File: config.mk
export PLATFORM = sky130hd
export DESIGN_NAME = calendar_date_step
export DESIGN_NICKNAME = d
export VERILOG_FILES = /design/src/cds_pkg.sv /design/src/cds_prep.sv /design/src/cds_wday.sv /design/src/cds_step.sv /design/src/calendar_date_step.sv
export SDC_FILE = /design/constraint.sdc
export NUM_CORES = 1
export LEC_CHECK = 0
export ABC_CLOCK_PERIOD_IN_PS = 16050
export BUFFER_PORTS_ARGS = -buffer_cell sky130_fd_sc_hd__buf_2
export CAP_MARGIN = 20
export CORE_ASPECT_RATIO = 0.5
export CORE_UTILIZATION = 50
export DETAILED_ROUTE_END_ITERATION = 8
export PLACE_DENSITY = 0.72
export REMOVE_ABC_BUFFERS = 1
export SLEW_MARGIN = 20
export SYNTH_ARGS = -nofsm -noshare
export SYNTH_HDL_FRONTEND = slang
export SYNTH_HIERARCHICAL = 1
export SYNTH_SLANG_ARGS = --single-unit
File: constraint.sdc
create_clock -name clk -period 16.05 [get_ports clk]
set_clock_uncertainty 0.1 [all_clocks]
set_input_delay 1.605 -clock clk [delete_from_list [all_inputs] [get_ports clk]]
set_output_delay 1.605 -clock clk [all_outputs]
set_load 0.02 [all_outputs]
File: src/cds_pkg.sv
// calendar date step: shared word types, op codes, constants and calendar tables
// used by every stage module; depends on nothing
`default_nettype none

package cds_pkg;

	localparam logic [1:0] OP_ADD_YEAR   = 2'd0;
	localparam logic [1:0] OP_ADD_MONTH  = 2'd1;
	localparam logic [1:0] OP_ADD_DAY    = 2'd2;
	localparam logic [1:0] OP_NEXT_MON   = 2'd3;

	localparam logic [13:0] YEAR_MAX     = 14'd9999;
	localparam logic [8:0]  YEAR_BIAS    = 9'd400;

	// x / 100 == (x * RECIP100) >> RECIP100_SHIFT for every x below 2**15
	localparam logic [12:0] RECIP100       = 13'd5243;
	localparam int          RECIP100_SHIFT = 19;
	// x / 7 == (x * RECIP7) >> RECIP7_SHIFT for every x below 2**15
	localparam logic [15:0] RECIP7         = 16'd37450;
	localparam int          RECIP7_SHIFT   = 18;

	typedef struct packed {
		logic [1:0]  op;
		logic [13:0] in_year;
		logic [3:0]  in_month;
		logic [4:0]  in_day;
	} req_word_t;

	typedef struct packed {
		logic        date_ok;
		logic [2:0]  weekday;
		logic [13:0] out_year;
		logic [3:0]  out_month;
		logic [4:0]  out_day;
		logic        result_ok;
	} rsp_word_t;

	// date after decode: validity, month lengths and the weekday sum
	typedef struct packed {
		req_word_t   w;
		logic        date_ok;
		logic [4:0]  len;
		logic [4:0]  len_nm;
		logic [14:0] wsum;
	} prep_word_t;

	// date with weekday and the day advanced by the day-step count
	typedef struct packed {
		req_word_t   w;
		logic        date_ok;
		logic [4:0]  len;
		logic [4:0]  len_nm;
		logic [2:0]  wd;
		logic [5:0]  dd;
	} wday_word_t;

	function automatic logic [4:0] month_len(input logic [3:0] m, input logic leap);
		logic [4:0] n;
		case (m)
			4'd1, 4'd3, 4'd5, 4'd7, 4'd8, 4'd10, 4'd12: n = 5'd31;
			4'd4, 4'd6, 4'd9, 4'd11:                    n = 5'd30;
			4'd2:                                       n = leap ? 5'd29 : 5'd28;
			default:                                    n = 5'd0;
		endcase
		return n;
	endfunction

	// (3 * (mm + 1)) / 5 for the shifted month 3 to 14
	function automatic logic [3:0] month_term(input logic [3:0] mm);
		logic [3:0] t;
		case (mm)
			4'd3:          t = 4'd2;
			4'd4, 4'd5:    t = 4'd3;
			4'd6, 4'd7:    t = 4'd4;
			4'd8:          t = 4'd5;
			4'd9, 4'd10:   t = 4'd6;
			4'd11, 4'd12:  t = 4'd7;
			4'd13:         t = 4'd8;
			4'd14:         t = 4'd9;
			default:       t = 4'd0;
		endcase
		return t;
	endfunction

endpackage

`default_nettype wire

File: src/cds_prep.sv
// calendar date step, stages 1 and 2: century split, leap rule, date check
// and the weekday sum; depends on cds_pkg
`default_nettype none

module cds_prep import cds_pkg::*; (
	input  wire logic       clk,
	input  wire logic       arst_n,
	input  wire logic       up_valid,
	output logic            up_stall,
	input  wire req_word_t  up,
	output logic            dn_valid,
	input  wire logic       dn_stall,
	output prep_word_t      dn
);

	logic        vld_s1, vld_s2;
	logic        adv_s1, adv_s2;
	req_word_t   w_s1;
	logic [26:0] yprod_s1;
	logic [27:0] yyprod_s1;
	logic [14:0] yy_s1;
	logic [3:0]  mm_s1;
	prep_word_t  dn_s2;

	logic        early;
	logic [14:0] yy_c;
	logic [3:0]  mm_c;
	logic [7:0]  q_y, q_yy;
	logic [13:0] r_y;
	logic        leap;
	logic [3:0]  nm;
	logic [4:0]  len;
	logic [15:0] wsum;

	assign adv_s2   = !vld_s2 || !dn_stall;
	assign adv_s1   = !vld_s1 || adv_s2;
	assign up_stall = !adv_s1;

	// january and february count as months 13 and 14 of the year before
	always_comb begin
		early = (up.in_month <= 4'd2);
		yy_c  = 15'(up.in_year) + 15'(YEAR_BIAS) - 15'(early);
		mm_c  = early ? (up.in_month + 4'd12) : up.in_month;
	end

	always_comb begin
		q_y  = yprod_s1[RECIP100_SHIFT+7:RECIP100_SHIFT];
		q_yy = yyprod_s1[RECIP100_SHIFT+7:RECIP100_SHIFT];
		r_y  = w_s1.in_year - 14'(q_y) * 14'd100;
		leap = (w_s1.in_year[1:0] == 2'd0) && ((r_y != 14'd0) || (q_y[1:0] == 2'd0));
		len  = month_len(w_s1.in_month, leap);
		nm   = (w_s1.in_month == 4'd12) ? 4'd1 : (w_s1.in_month + 4'd1);
		wsum = 16'(w_s1.in_day) + 16'({mm_s1, 1'b0}) + 16'(month_term(mm_s1))
			+ 16'(yy_s1) + 16'(yy_s1 >> 2) - 16'(q_yy) + 16'(q_yy >> 2);
	end

	always_ff @(posedge clk or negedge arst_n) begin
		if (!arst_n) begin
			vld_s1 <= 1'b0;
			vld_s2 <= 1'b0;
		end else begin
			if (adv_s1) vld_s1 <= up_valid;
			if (adv_s2) vld_s2 <= vld_s1;
		end
	end

	always_ff @(posedge clk) begin
		if (adv_s1 && up_valid) begin
			w_s1      <= up;
			yy_s1     <= yy_c;
			mm_s1     <= mm_c;
			yprod_s1  <= 27'(up.in_year) * 27'(RECIP100);
			yyprod_s1 <= 28'(yy_c) * 28'(RECIP100);
		end
		if (adv_s2 && vld_s1) begin
			dn_s2.w       <= w_s1;
			dn_s2.len     <= len;
			dn_s2.len_nm  <= month_len(nm, leap);
			dn_s2.wsum    <= wsum[14:0];
			dn_s2.date_ok <= (w_s1.in_year <= YEAR_MAX) && (w_s1.in_month >= 4'd1)
				&& (w_s1.in_month <= 4'd12) && (w_s1.in_day >= 5'd1)
				&& (w_s1.in_day <= len);
		end
	end

	assign dn_valid = vld_s2;
	assign dn       = dn_s2;

endmodule

`default_nettype wire

File: src/cds_wday.sv
// calendar date step, stages 3 and 4: weekday as the sum mod 7 and the
// advanced day for the day steps; depends on cds_pkg
`default_nettype none

module cds_wday import cds_pkg::*; (
	input  wire logic       clk,
	input  wire logic       arst_n,
	input  wire logic       up_valid,
	output logic            up_stall,
	input  wire prep_word_t up,
	output logic            dn_valid,
	input  wire logic       dn_stall,
	output wday_word_t      dn
);

	logic        vld_s3, vld_s4;
	logic        adv_s3, adv_s4;
	prep_word_t  p_s3;
	logic [30:0] prod_s3;
	wday_word_t  dn_s4;

	logic [11:0] q7;
	logic [14:0] r7;
	logic [2:0]  wd;
	logic [3:0]  n;

	assign adv_s4   = !vld_s4 || !dn_stall;
	assign adv_s3   = !vld_s3 || adv_s4;
	assign up_stall = !adv_s3;

	always_comb begin
		q7 = prod_s3[RECIP7_SHIFT+11:RECIP7_SHIFT];
		r7 = p_s3.wsum - 15'(q7) * 15'd7;
		wd = r7[2:0] + 3'd1;
		// next monday lies 8 - weekday days ahead
		n  = (p_s3.w.op == OP_ADD_DAY) ? 4'd1 : (4'd8 - 4'(wd));
	end

	always_ff @(posedge clk or negedge arst_n) begin
		if (!arst_n) begin
			vld_s3 <= 1'b0;
			vld_s4 <= 1'b0;
		end else begin
			if (adv_s3) vld_s3 <= up_valid;
			if (adv_s4) vld_s4 <= vld_s3;
		end
	end

	always_ff @(posedge clk) begin
		if (adv_s3 && up_valid) begin
			p_s3    <= up;
			prod_s3 <= 31'(up.wsum) * 31'(RECIP7);
		end
		if (adv_s4 && vld_s3) begin
			dn_s4.w       <= p_s3.w;
			dn_s4.date_ok <= p_s3.date_ok;
			dn_s4.len     <= p_s3.len;
			dn_s4.len_nm  <= p_s3.len_nm;
			dn_s4.wd      <= wd;
			dn_s4.dd      <= 6'(p_s3.w.in_day) + 6'(n);
		end
	end

	assign dn_valid = vld_s4;
	assign dn       = dn_s4;

endmodule

`default_nettype wire

File: src/cds_step.sv
// calendar date step, stage 5: applies the operation with month and year
// carry and year saturation into the output register; depends on cds_pkg
`default_nettype none

module cds_step import cds_pkg::*; (
	input  wire logic       clk,
	input  wire logic       arst_n,
	input  wire logic       up_valid,
	output logic            up_stall,
	input  wire wday_word_t up,
	output logic            dn_valid,
	input  wire logic       dn_stall,
	output rsp_word_t       dn
);

	logic       vld_s5;
	logic       adv_s5;
	rsp_word_t  dn_s5;
	rsp_word_t  res;

	logic        y_inc_ok;
	logic [13:0] y_next;
	logic        dec;

	assign adv_s5   = !vld_s5 || !dn_stall;
	assign up_stall = !adv_s5;

	always_comb begin
		y_inc_ok = (up.w.in_year != YEAR_MAX);
		y_next   = y_inc_ok ? (up.w.in_year + 14'd1) : up.w.in_year;
		dec      = (up.w.in_month == 4'd12);

		res.date_ok   = 1'b1;
		res.weekday   = up.wd;
		res.out_year  = up.w.in_year;
		res.out_month = up.w.in_month;
		res.out_day   = up.w.in_day;
		res.result_ok = 1'b1;

		case (up.w.op)
			OP_ADD_YEAR: begin
				// leap day rolls over to the first of march
				if (up.w.in_month == 4'd2 && up.w.in_day == 5'd29) begin
					res.out_month = 4'd3;
					res.out_day   = 5'd1;
				end
				res.out_year  = y_next;
				res.result_ok = y_inc_ok;
			end
			OP_ADD_MONTH: begin
				if (dec) begin
					res.out_month = 4'd1;
					res.out_year  = y_next;
					res.result_ok = y_inc_ok;
				end else begin
					res.out_month = up.w.in_month + 4'd1;
				end
				if (up.w.in_day > up.len_nm) res.result_ok = 1'b0;
			end
			default: begin
				if (up.dd > 6'(up.len)) begin
					res.out_day = 5'(up.dd - 6'(up.len));
					if (dec) begin
						res.out_month = 4'd1;
						res.out_year  = y_next;
						res.result_ok = y_inc_ok;
					end else begin
						res.out_month = up.w.in_month + 4'd1;
					end
				end else begin
					res.out_day = up.dd[4:0];
				end
			end
		endcase

		if (!up.date_ok) res = '0;
	end

	always_ff @(posedge clk or negedge arst_n) begin
		if (!arst_n) begin
			vld_s5 <= 1'b0;
		end else if (adv_s5) begin
			vld_s5 <= up_valid;
		end
	end

	always_ff @(posedge clk) begin
		if (adv_s5 && up_valid) dn_s5 <= res;
	end

	assign dn_valid = vld_s5;
	assign dn       = dn_s5;

endmodule

`default_nettype wire

File: src/calendar_date_step.sv
// calendar date step, top level: chains the decode, weekday and step stages
// depends on cds_pkg, cds_prep, cds_wday and cds_step
//
// usage
//   req channel: req_valid, req_stall, req word (op, year, month, day).
//   rsp channel: rsp_valid, rsp_stall, rsp word (date_ok, weekday, year,
//   month, day, result_ok). a word moves at a clock edge with valid high
//   and stall low.
//   one word enters per cycle while req_stall is low, through five register
//   stages; constant multiplies (by a reciprocal of 100 or 7) feed stages 1 and 3.
//   the stages advance on their own: while rsp is stalled, empty stages
//   still fill, and req_stall rises only when all five hold a word.
//   a stalled rsp word holds steady until taken.
//   reset empties every stage; nothing is lost or repeated under stalls.
//   an invalid date gives an all-zero rsp word.
`default_nettype none

module calendar_date_step import cds_pkg::*; (
	input  wire logic       clk,
	input  wire logic       arst_n,
	input  wire logic       req_valid,
	output logic            req_stall,
	input  wire req_word_t  req,
	output logic            rsp_valid,
	input  wire logic       rsp_stall,
	output rsp_word_t       rsp
);

	logic        prep_valid, prep_stall;
	prep_word_t  prep;
	logic        wday_valid, wday_stall;
	wday_word_t  wday;

	cds_prep u_prep (
		.clk      (clk),
		.arst_n   (arst_n),
		.up_valid (req_valid),
		.up_stall (req_stall),
		.up       (req),
		.dn_valid (prep_valid),
		.dn_stall (prep_stall),
		.dn       (prep)
	);

	cds_wday u_wday (
		.clk      (clk),
		.arst_n   (arst_n),
		.up_valid (prep_valid),
		.up_stall (prep_stall),
		.up       (prep),
		.dn_valid (wday_valid),
		.dn_stall (wday_stall),
		.dn       (wday)
	);

	cds_step u_step (
		.clk      (clk),
		.arst_n   (arst_n),
		.up_valid (wday_valid),
		.up_stall (wday_stall),
		.up       (wday),
		.dn_valid (rsp_valid),
		.dn_stall (rsp_stall),
		.dn       (rsp)
	);

endmodule

`default_nettype wire

==> summary.txt, run 1 <==
Run status
  – Status: finished, final reports clean

Hold path
  – Worst hold stages: 0
  – WHS Endpoint: u_wday/dn[36]$_DFFE_PP_
  – Worst Hold Class: reg2reg
  – Beginning of the worst hold path: u_wday/p_s3[42]$_DFFE_PP_

Clock tree
  – Clock root cell: clkbuf_16
  – Post-CTS Hold Buffers: 0
  – Post-CTS sizing: 0
  – Clock sink count: 229
  – Num CTS Buffers: 24
  – Clock-pin slew on the worst setup and hold paths: 0.06 ns
  – Clk Latency, worst-skew pair: 0.53 ns
  – Clk buf depth: 3
  – Post-CTS Setup Inserts: 0
  – H-tree levels: 1
  – CTS tree: yes

GRT
  – Vias in the first global route: 13.1k
  – Grt ovf: 0
  – First-pass GRT wire length: 63900 um
  – GRT Overall Usage: 18.5%
  – Initial antenna violation count: 0
  – Largest net degree at the start of global routing: 56

Routing
  – Antenna Violating Nets Remaining: 0
  – Routed vias/inst: 5.12
  – DR WL/cell: 15.4 um
  – TritonRoute pass-1 iters: 5
  – WL final: 37900 um
  – Drc violations: 0
  – First DRT Iteration DRCs: 584
  – Vias post-DR: 12.6k

Floorplan
  – Top Ports: 59
  – Die area: 43000 um2
  – Starting Density: 51.4%
  – CORE AREA: 41000 um2
  – Core Rows: 52
  – Chip Width: 292 um
  – Die Y: 147 um

Placed design
  – Place WS: 5.82 ns
  – Placed inst area: 22000 um2
  – Detail Placement HPWL: 31600 um
  – Buffers on Ports: 58
  – RePlAce Congestion: 0.846

Timing
  – Setup ws final: 6.73 ns
  – Min Hold Slack: 0.313 ns
  – Tmin final: 9.32 ns
  – Slew margin rel.: 28.7%
  – Final period util: 58.1%
  – Hold Violations, Final: 0
  – Final setup violation count: 0
  – Fmax: 0.107 GHz
  – Max-slew violation count: 0
  – Setup_tns: 0 ns
  – Worst Tran Pin Value: 1.06 ns
  – RSZ-0062 raised after global routing: false

Final layout
  – Post-route cell area: 22800 um2
  – Layout cells sized above 1: 7.56%
  – Most common cell after layout, fill and taps aside: inv_1
  – NumNets Final: 2522
  – Most frequent cells in the layout: inv_1 (441), ha_1 (403), edfxtp_1 (220)
  – Layout area overhead: 8.12%

Setup path
  – Critical path endpoint category: register
  – FF-to-FF path depth: 25
  – R2r setup slk: 10.20 ns
  – CP startpoint kind: input pin
  – CP peak stage delay: 0.59 ns
  – Slowest cell on crit path: xor2_1
  – RR Startpoint: u_prep/yprod_s1[22]$_DFFE_PP_
  – Required @ worst endpoint: 16.23 ns
  – CP max FO: 7
  – Setup CP Type: in2reg
  – Worst flop-to-flop path endpoint: u_prep/dn[25]$_DFFE_PP_
  – Crit path DAT: 9.50 ns

Job
  – Max-cap violation count: 0

Synth
  – Ys async rst share: 2.18%
  – Number of flops mapped to enable cells by yosys: 220
  – Synth Warn #: 6
  – Synthesized cell area: 21100 um2
  – Average size of a mapped cell: 11.5 um2
  – Synth Register Bits: 229
  – Yosys cell types: 78
  – Mapped Cells: 1825
  – Ys flop type: edfxtp_1
  – Register area share after synthesis: 32.3%
-- synth_stat cells (4+ instances only) --
| cell | instances | area, um2 |
|---|---|---|
| nor2b_1 | 15 | 93.8 |
| o21ai_0 | 32 | 160 |
| xor2_1 | 17 | 149 |
| inv_1 | 442 | 1660 |
| a22oi_1 | 4 | 30.0 |
| o221ai_1 | 4 | 35.0 |
| a31o_2 | 4 | 35.0 |
| xnor2_1 | 61 | 534 |
| a211oi_1 | 11 | 82.6 |
| mux2i_1 | 15 | 150 |
| o21a_1 | 8 | 60.1 |
| nand2b_1 | 22 | 138 |
| or3_1 | 7 | 43.8 |
| and3_1 | 8 | 50.1 |
| fa_1 | 189 | 3780 |
| and2_1 | 8 | 50.1 |
| or2_2 | 5 | 31.3 |
| a211o_1 | 6 | 52.6 |
| a21oi_1 | 47 | 235 |
| clkbuf_1 | 4 | 15.0 |
| o31ai_1 | 8 | 60.1 |
| nand4_1 | 6 | 37.5 |
| o2111ai_1 | 6 | 52.6 |
| dfrtp_1 | 5 | 125 |
| edfxtp_1 | 220 | 6610 |
| nor3_1 | 13 | 65.1 |
| buf_4 | 4 | 30.0 |
| a31oi_1 | 6 | 37.5 |
| nand2_1 | 59 | 221 |
| dfxtp_1 | 4 | 80.1 |
| a21boi_1 | 7 | 52.6 |
| nand3_1 | 26 | 130 |
| a21o_1 | 20 | 150 |
| o211ai_1 | 9 | 67.6 |
| ha_1 | 403 | 5040 |
| a21oi_2 | 12 | 105 |
| nor2_1 | 44 | 165 |
-- worst max-delay path by stage --
stage | startpoint | to | cells after the start
6_report | req[7] | u_prep/yyprod_s1[26]$_DFFE_PP_ | 33
3_5_place_dp | req[7] | u_prep/yyprod_s1[26]$_DFFE_PP_ | 33
3_3_place_gp | req[7] | u_prep/yyprod_s1[26]$_DFFE_PP_ | 33
4_1_cts | req[7] | u_prep/yyprod_s1[26]$_DFFE_PP_ | 33
5_1_grt | req[7] | u_prep/yyprod_s1[26]$_DFFE_PP_ | 33
2_1_floorplan | req[7] | u_prep/yyprod_s1[26]$_DFFE_PP_ | 34
-- routing by layer --
| metal | vias to the layer above | GRT usage (%) | part of all wire (%) |
|---|---|---|---|
| met5 | - | 0 | 0 |
| met2 | 170 | 31.5 | 47 |
| met1 | 6105 | 25.3 | 48 |
| met3 | 51 | 2.95 | 3.8 |
| li1 | 6273 | - | - |
| met4 | 0 | 3.30 | 1.5 |
-- through the flow --
step,util (%),std cells
2_1_floorplan,-,1812
3_5_place_dp,53.7,2415
3_3_place_gp,53.7,2415
6_report,55.6,2460
5_1_grt,55.5,2459
4_1_cts,55.5,2459
-- cells by family after synthesis --
family / Yosys count / share of synthesized area (%)
AO/OA/AOI/OAI: 217 / 7.41
XOR/XNOR: 80 / 3.43
adder cells (fa/ha/maj): 592 / 41.9
buffers and inverters: 455 / 8.30
flip-flops: 229 / 32.3
multiplexers: 16 / 0.766
AND/OR/NAND/NOR: 236 / 5.85
-- state kept, by name (all words and copies together), names as in the netlist, named ones only --
name,flops
u_prep/vld_s1,1
u_prep/w_s1,25
u_prep/dn,47
u_step/dn,28
u_prep/yyprod_s1,9
u_prep/yprod_s1,8
u_prep/mm_s1,2
u_step/dn_valid,1
u_prep/yy_s1,14
u_wday/vld_s3,1
u_prep/dn_valid,1
u_wday/prod_s3,3
u_wday/dn_valid,1
u_wday/p_s3,39
u_wday/dn,45
-- critical path, delay by kind of cell --
kind / cells / cell delay (ns)
adder cells (fa/ha/maj): 10 / 3.38
AO/OA/AOI/OAI: 11 / 3.05
XOR/XNOR: 2 / 0.69
buffers and inverters: 6 / 0.42
AND/OR/NAND/NOR: 4 / 0.33
-- area by class of cell --
cell class	count	area, um2
fill	3406	18200
clock inverter	18	151
clock buffer	26	608
sequential	229	6810
antenna	1	2.50
inverter	442	1660
tap	540	676
timing repair buffer	63	328
multi-input combinational	1141	12500
Power of run 1 is left out: the tool's default activity adds up to more than one toggle a clock period on the data nets, which glitch-free logic cannot reach.
==> run 2: changes to the inputs <==
--- a/config.mk
+++ b/config.mk
@@ -5,13 +5,14 @@
 export SDC_FILE = /design/constraint.sdc
 export NUM_CORES = 1
 export LEC_CHECK = 0
-export ABC_CLOCK_PERIOD_IN_PS = 16050
+export ABC_AREA = 1
+export ABC_CLOCK_PERIOD_IN_PS = 7800
 export BUFFER_PORTS_ARGS = -buffer_cell sky130_fd_sc_hd__buf_2
 export CAP_MARGIN = 20
 export CORE_ASPECT_RATIO = 0.5
 export CORE_UTILIZATION = 50
 export DETAILED_ROUTE_END_ITERATION = 8
-export PLACE_DENSITY = 0.72
+export PLACE_DENSITY = 0.75
 export REMOVE_ABC_BUFFERS = 1
 export SLEW_MARGIN = 20
 export SYNTH_ARGS = -nofsm -noshare
==> constraint.sdc (replaced) <==
create_clock -name clk -period 7.8 [get_ports clk]
set_clock_uncertainty 0.1 [all_clocks]
set_input_delay 0.78 -clock clk [delete_from_list [all_inputs] [get_ports clk]]
set_output_delay 0.78 -clock clk [all_outputs]
set_load 0.02 [all_outputs]
==> summary.txt, run 2 <==
Run status
  – Status: finished, final reports clean

Routing
  – First DRT Iteration DRCs: 862 (+48%)
  – DR WL/cell: 14.9 um (-3.5%)
  – Routed vias/inst: 5.05 (-1.4%)
  – WL final: 47000 um (+24%)
  – Drc violations: 0 (unchanged)
  – Antenna Violating Nets Remaining: 0 (unchanged)
  – TritonRoute pass-1 iters: 5 (unchanged)
  – Vias post-DR: 16.0k (+27%)

Timing
  – Tmin final: 7.19 ns
  – Max-slew violation count: 0 (unchanged)
  – RSZ-0062 raised after global routing: false
  – Final period util: 92.2%
  – Worst Tran Pin Value: 0.774 ns (-0.288 ns)
  – Setup_tns: 0 ns (unchanged)
  – Fmax: 0.139 GHz
  – Setup ws final: 0.605 ns (-6.13 ns)
  – Final setup violation count: 0 (unchanged)
  – Hold Violations, Final: 0 (unchanged)
  – Slew margin rel.: 48.2% (+19 points)

Floorplan
  – Chip Width: 306 um (+4.8%)
  – Top Ports: 59 (unchanged)
  – CORE AREA: 45400 um2 (+11%)
  – Starting Density: 50.9% (-0.47 points)
  – Core Rows: 55 (+5.8%)
  – Die area: 47200 um2 (+9.7%)
  – Die Y: 154 um (+4.7%)

Setup path
  – Crit path DAT: 7.36 ns (-2.14 ns)
  – R2r setup slk: 2.69 ns (-7.51 ns)
  – CP max FO: 6 (-1)
  – Worst flop-to-flop path endpoint: u_prep/dn[25]$_DFFE_PP_
  – CP peak stage delay: 0.53 ns (-0.06 ns)
  – CP startpoint kind: input pin
  – Slowest cell on crit path: fa_1
  – Required @ worst endpoint: 7.97 ns (-8.26 ns)
  – RR Startpoint: u_prep/yprod_s1[22]$_DFFE_PP_
  – Critical path endpoint category: register
  – CP most frequent cell: inv_1
  – FF-to-FF path depth: 25 (unchanged)
  – Setup CP Type: in2reg

Synth
  – Yosys cell types: 56 (-28%)
  – Area contributors post-synth: edfxtp_1 (29%), ha_1 (22%), fa_1 (16%), inv_1 (9.2%), nand2_1 (6.7%)
  – Synth cell count leaders: inv_1 (567), nand2_1 (411), ha_1 (403)
  – Most common cell in the synthesized netlist: inv_1
  – Average size of a mapped cell: 9.40 um2 (-19%)
  – Synth Register Bits: 229 (unchanged)
  – Mapped Cells: 2459 (+35%)
  – Register area share after synthesis: 29.5% (-2.9 points)
  – Synthesized cell area: 23100 um2 (+9.8%)
  – Top cell type's share of synthesized area: 28.6% (-2.8 points)
  – Ys flop type: edfxtp_1
  – Synth Warn #: 6 (unchanged)
  – Number of flops mapped to enable cells by yosys: 220 (unchanged)
  – Largest area contributor in the netlist: edfxtp_1
  – Ys async rst share: 2.18% (unchanged)

Clock tree
  – CTS tree: yes
  – Num CTS Buffers: 24 (unchanged)
  – Clk Latency, worst-skew pair: 0.53 ns (about the same)
  – Post-CTS sizing: 0 (unchanged)
  – Clock root cell: clkbuf_16
  – Post-CTS Setup Inserts: 0 (unchanged)
  – Clock sink count: 229 (unchanged)
  – Clk buf depth: 3 (unchanged)
  – H-tree levels: 1 (unchanged)
  – Post-CTS Hold Buffers: 1 (+1)
  – Clock-pin slew on the worst setup and hold paths: 0.07 ns (about the same)

Job
  – Max-cap violation count: 0 (unchanged)

GRT
  – GRT Overall Usage: 20.7% (+2.3 points)
  – First-pass GRT wire length: 79500 um (+24%)
  – Vias in the first global route: 16.3k (+24%)
  – Initial antenna violation count: 1 (+1)
  – Largest net degree at the start of global routing: 55 (-1.8%)
  – Grt ovf: 0 (unchanged)

Final layout
  – NumNets Final: 3170 (+26%)
  – Fillers: 3936 (+16%)
  – Most common cell after layout, fill and taps aside: inv_1
  – Most frequent cells in the layout: inv_1 (567), nand2_1 (411), ha_1 (403)
  – Layout cells sized above 1: 6.58% (-0.97 points)
  – Layout area overhead: 8.15% (about the same)
  – Post-route cell area: 25000 um2 (+9.8%)
  – Max reg flops: 47 (unchanged)

Placed design
  – Placed inst area: 24200 um2 (+10%)
  – Detail Placement HPWL: 39700 um (+26%)
  – Place WS: 0.0824 ns (-5.74 ns)
  – Buffers on Ports: 58 (unchanged)
  – RePlAce Congestion: 0.910 (+7.5%)

Hold path
  – Worst Hold Class: reg2reg
  – Worst hold stages: 0 (unchanged)
  – WHS Endpoint: u_wday/dn[34]$_DFFE_PP_
  – Beginning of the worst hold path: u_wday/p_s3[40]$_DFFE_PP_
## run 2: kinds of logic (layout without fill, tap and decap cells)
family	Yosys count	count (layout)	synth area share [%]
other cells	0	2	0
fa+ha+maj	592	592	38.2
buf+inv	593	701	9.75
compound gates	211	211	5.30
flops	229	229	29.5
xor+xnor	76	76	3.06
simple gates	758	758	14.3
## run 2: final cells by class
| class | count | area, um2 | area share [%] |
|---|---|---|---|
| antenna | 2 | 5.00 | 0.0200 |
| clock buffer | 32 | 651 | 2.60 |
| clock inverter | 12 | 110 | 0.440 |
| inverter | 583 | 2190 | 8.75 |
| multi-input combinational | 1637 | 14100 | 56.3 |
| sequential | 229 | 6810 | 27.2 |
| tap | 598 | 748 | 2.99 |
| timing repair buffer | 74 | 413 | 1.65 |
## run 2: routing by layer
metal	up-vias	GRT usage, %	part of all wire [%]
li1	8082	-	-
met1	7568	28.3	47
met2	289	36.3	47
met3	56	2.26	4.0
met4	2	3.33	1.4
met5	-	0	0.038
## run 2: metrics by stage
stage               utilization [%]  hold WS [ns]  std cells
floorplan                         -         0.300       2449
global placement               53.4         0.301       3120
detailed placement             53.4         0.305       3120
CTS                            55.1         0.308       3165
global route                   55.1         0.309       3165
finish                         55.1         0.312       3167
## run 2: worst max path at each step
stage	startpoint	end	slack [ns]	depth (start not counted)
floorplan	req[7]	u_prep/yyprod_s1[23]$_DFFE_PP_	0.95	35
global placement	req[7]	u_prep/yyprod_s1[23]$_DFFE_PP_	0.23	36
detailed placement	req[7]	u_prep/yyprod_s1[23]$_DFFE_PP_	0.08	36
CTS	req[7]	u_prep/yyprod_s1[25]$_DFFE_PP_	0.64	36
global route	req[7]	u_prep/yyprod_s1[23]$_DFFE_PP_	0.15	36
finish	req[7]	u_prep/yyprod_s1[25]$_DFFE_PP_	0.61	36
## run 2: critical path: cells and delay by family
family                   cells  cell delay [ns]
buffers and inverters       10             0.81
AND/OR/NAND/NOR              8             0.80
adder cells (fa/ha/maj)     10             3.70
XOR/XNOR                     2             0.36
AO/OA/AOI/OAI                6             0.90
Power of run 2 is left out for the same reason.
==> run 3: changes to the inputs <==
--- a/config.mk
+++ b/config.mk
@@ -6,13 +6,13 @@
 export NUM_CORES = 1
 export LEC_CHECK = 0
 export ABC_AREA = 1
-export ABC_CLOCK_PERIOD_IN_PS = 7800
+export ABC_CLOCK_PERIOD_IN_PS = 7600
 export BUFFER_PORTS_ARGS = -buffer_cell sky130_fd_sc_hd__buf_2
 export CAP_MARGIN = 20
 export CORE_ASPECT_RATIO = 0.5
-export CORE_UTILIZATION = 50
+export CORE_UTILIZATION = 60
 export DETAILED_ROUTE_END_ITERATION = 8
-export PLACE_DENSITY = 0.75
+export PLACE_DENSITY = 0.77
 export REMOVE_ABC_BUFFERS = 1
 export SLEW_MARGIN = 20
 export SYNTH_ARGS = -nofsm -noshare
==> constraint.sdc (replaced) <==
create_clock -name clk -period 7.6 [get_ports clk]
set_clock_uncertainty 0.1 [all_clocks]
set_input_delay 0.76 -clock clk [delete_from_list [all_inputs] [get_ports clk]]
set_output_delay 0.76 -clock clk [all_outputs]
set_load 0.02 [all_outputs]
==> summary.txt, run 3 (same netlist as run 2, synthesis figures left out) <==
Routing
  – DR WL/cell: 15.5 um (+4.1%)
  – First DRT Iteration DRCs: 1110 (+29%)
  – Antenna Violating Nets Remaining: 0 (unchanged)
  – Drc violations: 0 (unchanged)
  – Routed vias/inst: 5.25 (+4.0%)
  – WL final: 47700 um (+1.4%)
  – Vias post-DR: 16.2k (+1.3%)
  – TritonRoute pass-1 iters: 5 (unchanged)

Job
  – Max-cap violation count: 0 (unchanged)

Floorplan
  – Core Rows: 50 (-9.1%)
  – Chip Width: 280 um (-8.7%)
  – Top Ports: 59 (unchanged)
  – Die area: 39400 um2 (-17%)
  – Die Y: 141 um (-8.6%)
  – CORE AREA: 37700 um2 (-17%)
  – Starting Density: 61.4% (+10 points)

GRT
  – Initial antenna violation count: 0 (-1)
  – First-pass GRT wire length: 79300 um (-0.20%)
  – Vias in the first global route: 16.3k (+0.074%)
  – GRT Overall Usage: 25.2% (+4.4 points)
  – Grt ovf: 0 (unchanged)
  – Largest net degree at the start of global routing: 54 (-1.8%)

Setup path
  – Critical path endpoint category: register
  – CP most frequent cell: inv_1
  – Crit path DAT: 7.24 ns (-0.12 ns)
  – CP max FO: 6 (unchanged)
  – CP Launch Point: req[7]
  – RR Startpoint: u_prep/yprod_s1[22]$_DFFE_PP_
  – Setup CP Type: in2reg
  – Slowest cell on crit path: fa_1
  – CP startpoint kind: input pin
  – Required @ worst endpoint: 7.79 ns (-0.18 ns)
  – CP peak stage delay: 0.53 ns (about the same)

Timing
  – Max-slew violation count: 0 (unchanged)
  – Slew margin rel.: 49.4% (+1.2 points)
  – Hold Violations, Final: 0 (unchanged)
  – Worst Tran Pin Value: 0.756 ns (-0.0179 ns)
  – Tmin final: 7.05 ns
  – Fmax: 0.142 GHz
  – RSZ-0062 raised after global routing: false
  – Final setup violation count: 0 (unchanged)
  – Setup_tns: 0 ns (unchanged)
  – Final period util: 92.8%

Hold path
  – Worst Hold Class: in2reg
  – Beginning of the worst hold path: req[23]

Clock tree
  – Clock-pin slew on the worst setup and hold paths: 0.07 ns (about the same)
  – Clock sink count: 229 (unchanged)
  – CTS tree: yes
  – Clk buf depth: 3 (unchanged)
  – H-tree levels: 1 (unchanged)
  – Clk Latency, worst-skew pair: 0.54 ns (about the same)
  – Clock root cell: clkbuf_16
  – Num CTS Buffers: 24 (unchanged)

Placed design
  – RePlAce Congestion: 0.921 (+1.2%)
  – Buffers on Ports: 58 (unchanged)
  – Placed cells: 3040 (-2.6%)
  – Detail Placement HPWL: 39500 um (-0.49%)

Final layout
  – Most common cell after layout, fill and taps aside: inv_1
  – Register area: 6810 um2 (unchanged)
  – Ant diodes: 0 (-2)
  – Layout cells sized above 1: 6.74% (+0.16 points)
  – Fillers: 2988 (-24%)
  – Fin cells: 3085 (-2.6%)
  – Layout area overhead: 7.77%
  – NumNets Final: 3168 (-0.063%)
  – Footprint of the multi-input gates: 14100 um2 (unchanged)
  – Most frequent cells in the layout: inv_1 (566), nand2_1 (411), ha_1 (403)
  – Max reg flops: 47 (unchanged)

Run status
  – Status: finished, final reports clean
## run 3: timing repair
item	4_1_cts	5_1_grt
gates resized for setup	0	1
hold endpoints to repair	5	0
buffers inserted	0	0
hold buffers	1	0
endpoints found under the setup margin	0	2
## run 3: routing by layer
layer | vias up | part of all wire (%) | GRT usage [%]
met2 | 411 | 45 | 41.6
met4 | 0 | 1.7 | 4.72
li1 | 8079 | - | -
met3 | 58 | 5.3 | 3.35
met5 | - | 0 | 0
met1 | 7654 | 48 | 35.9
## run 3: worst paths after layout
check / to / cells after the start / slack (ns)
setup reg to reg: u_prep/dn[25]$_DFFE_PP_ / 25 / 2.66
hold / removal: u_prep/w_s1[23]$_DFFE_PP_ / 1 / 0.30
max in group asynchronous: u_step/dn_valid$_DFFE_PN0N_ / 2 / 6.77
hold reg to reg: u_wday/dn[41]$_DFFE_PP_ / 0 / 0.31
setup / recovery: u_prep/yyprod_s1[22]$_DFFE_PP_ / 35 / 0.55
min in group asynchronous: u_prep/vld_s1$_DFFE_PN0N_ / 2 / 0.48
## run 3: cell type report
type                    count  share of cell area [%]
clock buffers              27                    2.45
clock inverters            17                   0.718
inverters                 583                    8.78
multi-input cells        1637                    56.5
flip-flops and latches    229                    27.3
well taps                 520                    2.61
repair buffers             72                    1.60
## run 3: metrics by stage
| stage | worst slack (ns) | util (%) | area [um2] | hold slack, ns |
|---|---|---|---|---|
| after floorplan | 0.772 | - | 23100 | 0.300 |
| after global placement | 0.179 | 64.0 | 24100 | 0.302 |
| after detailed placement | -0.0448 | 64.0 | 24100 | 0.305 |
| after CTS | 0.538 | 66.2 | 24900 | 0.275 |
| after global routing | 0.0508 | 66.2 | 24900 | 0.274 |
| final | 0.547 | 66.2 | 24900 | 0.296 |
## run 3: critical path, delay by kind of cell
| kind | cells | cell delay, ns |
|---|---|---|
| adder cells (fa/ha/maj) | 10 | 3.67 |
| AND/OR/NAND/NOR | 9 | 0.97 |
| buffers and inverters | 10 | 0.75 |
| AO/OA/AOI/OAI | 4 | 0.66 |
| XOR/XNOR | 2 | 0.42 |
Power of run 3 is left out for the same reason.
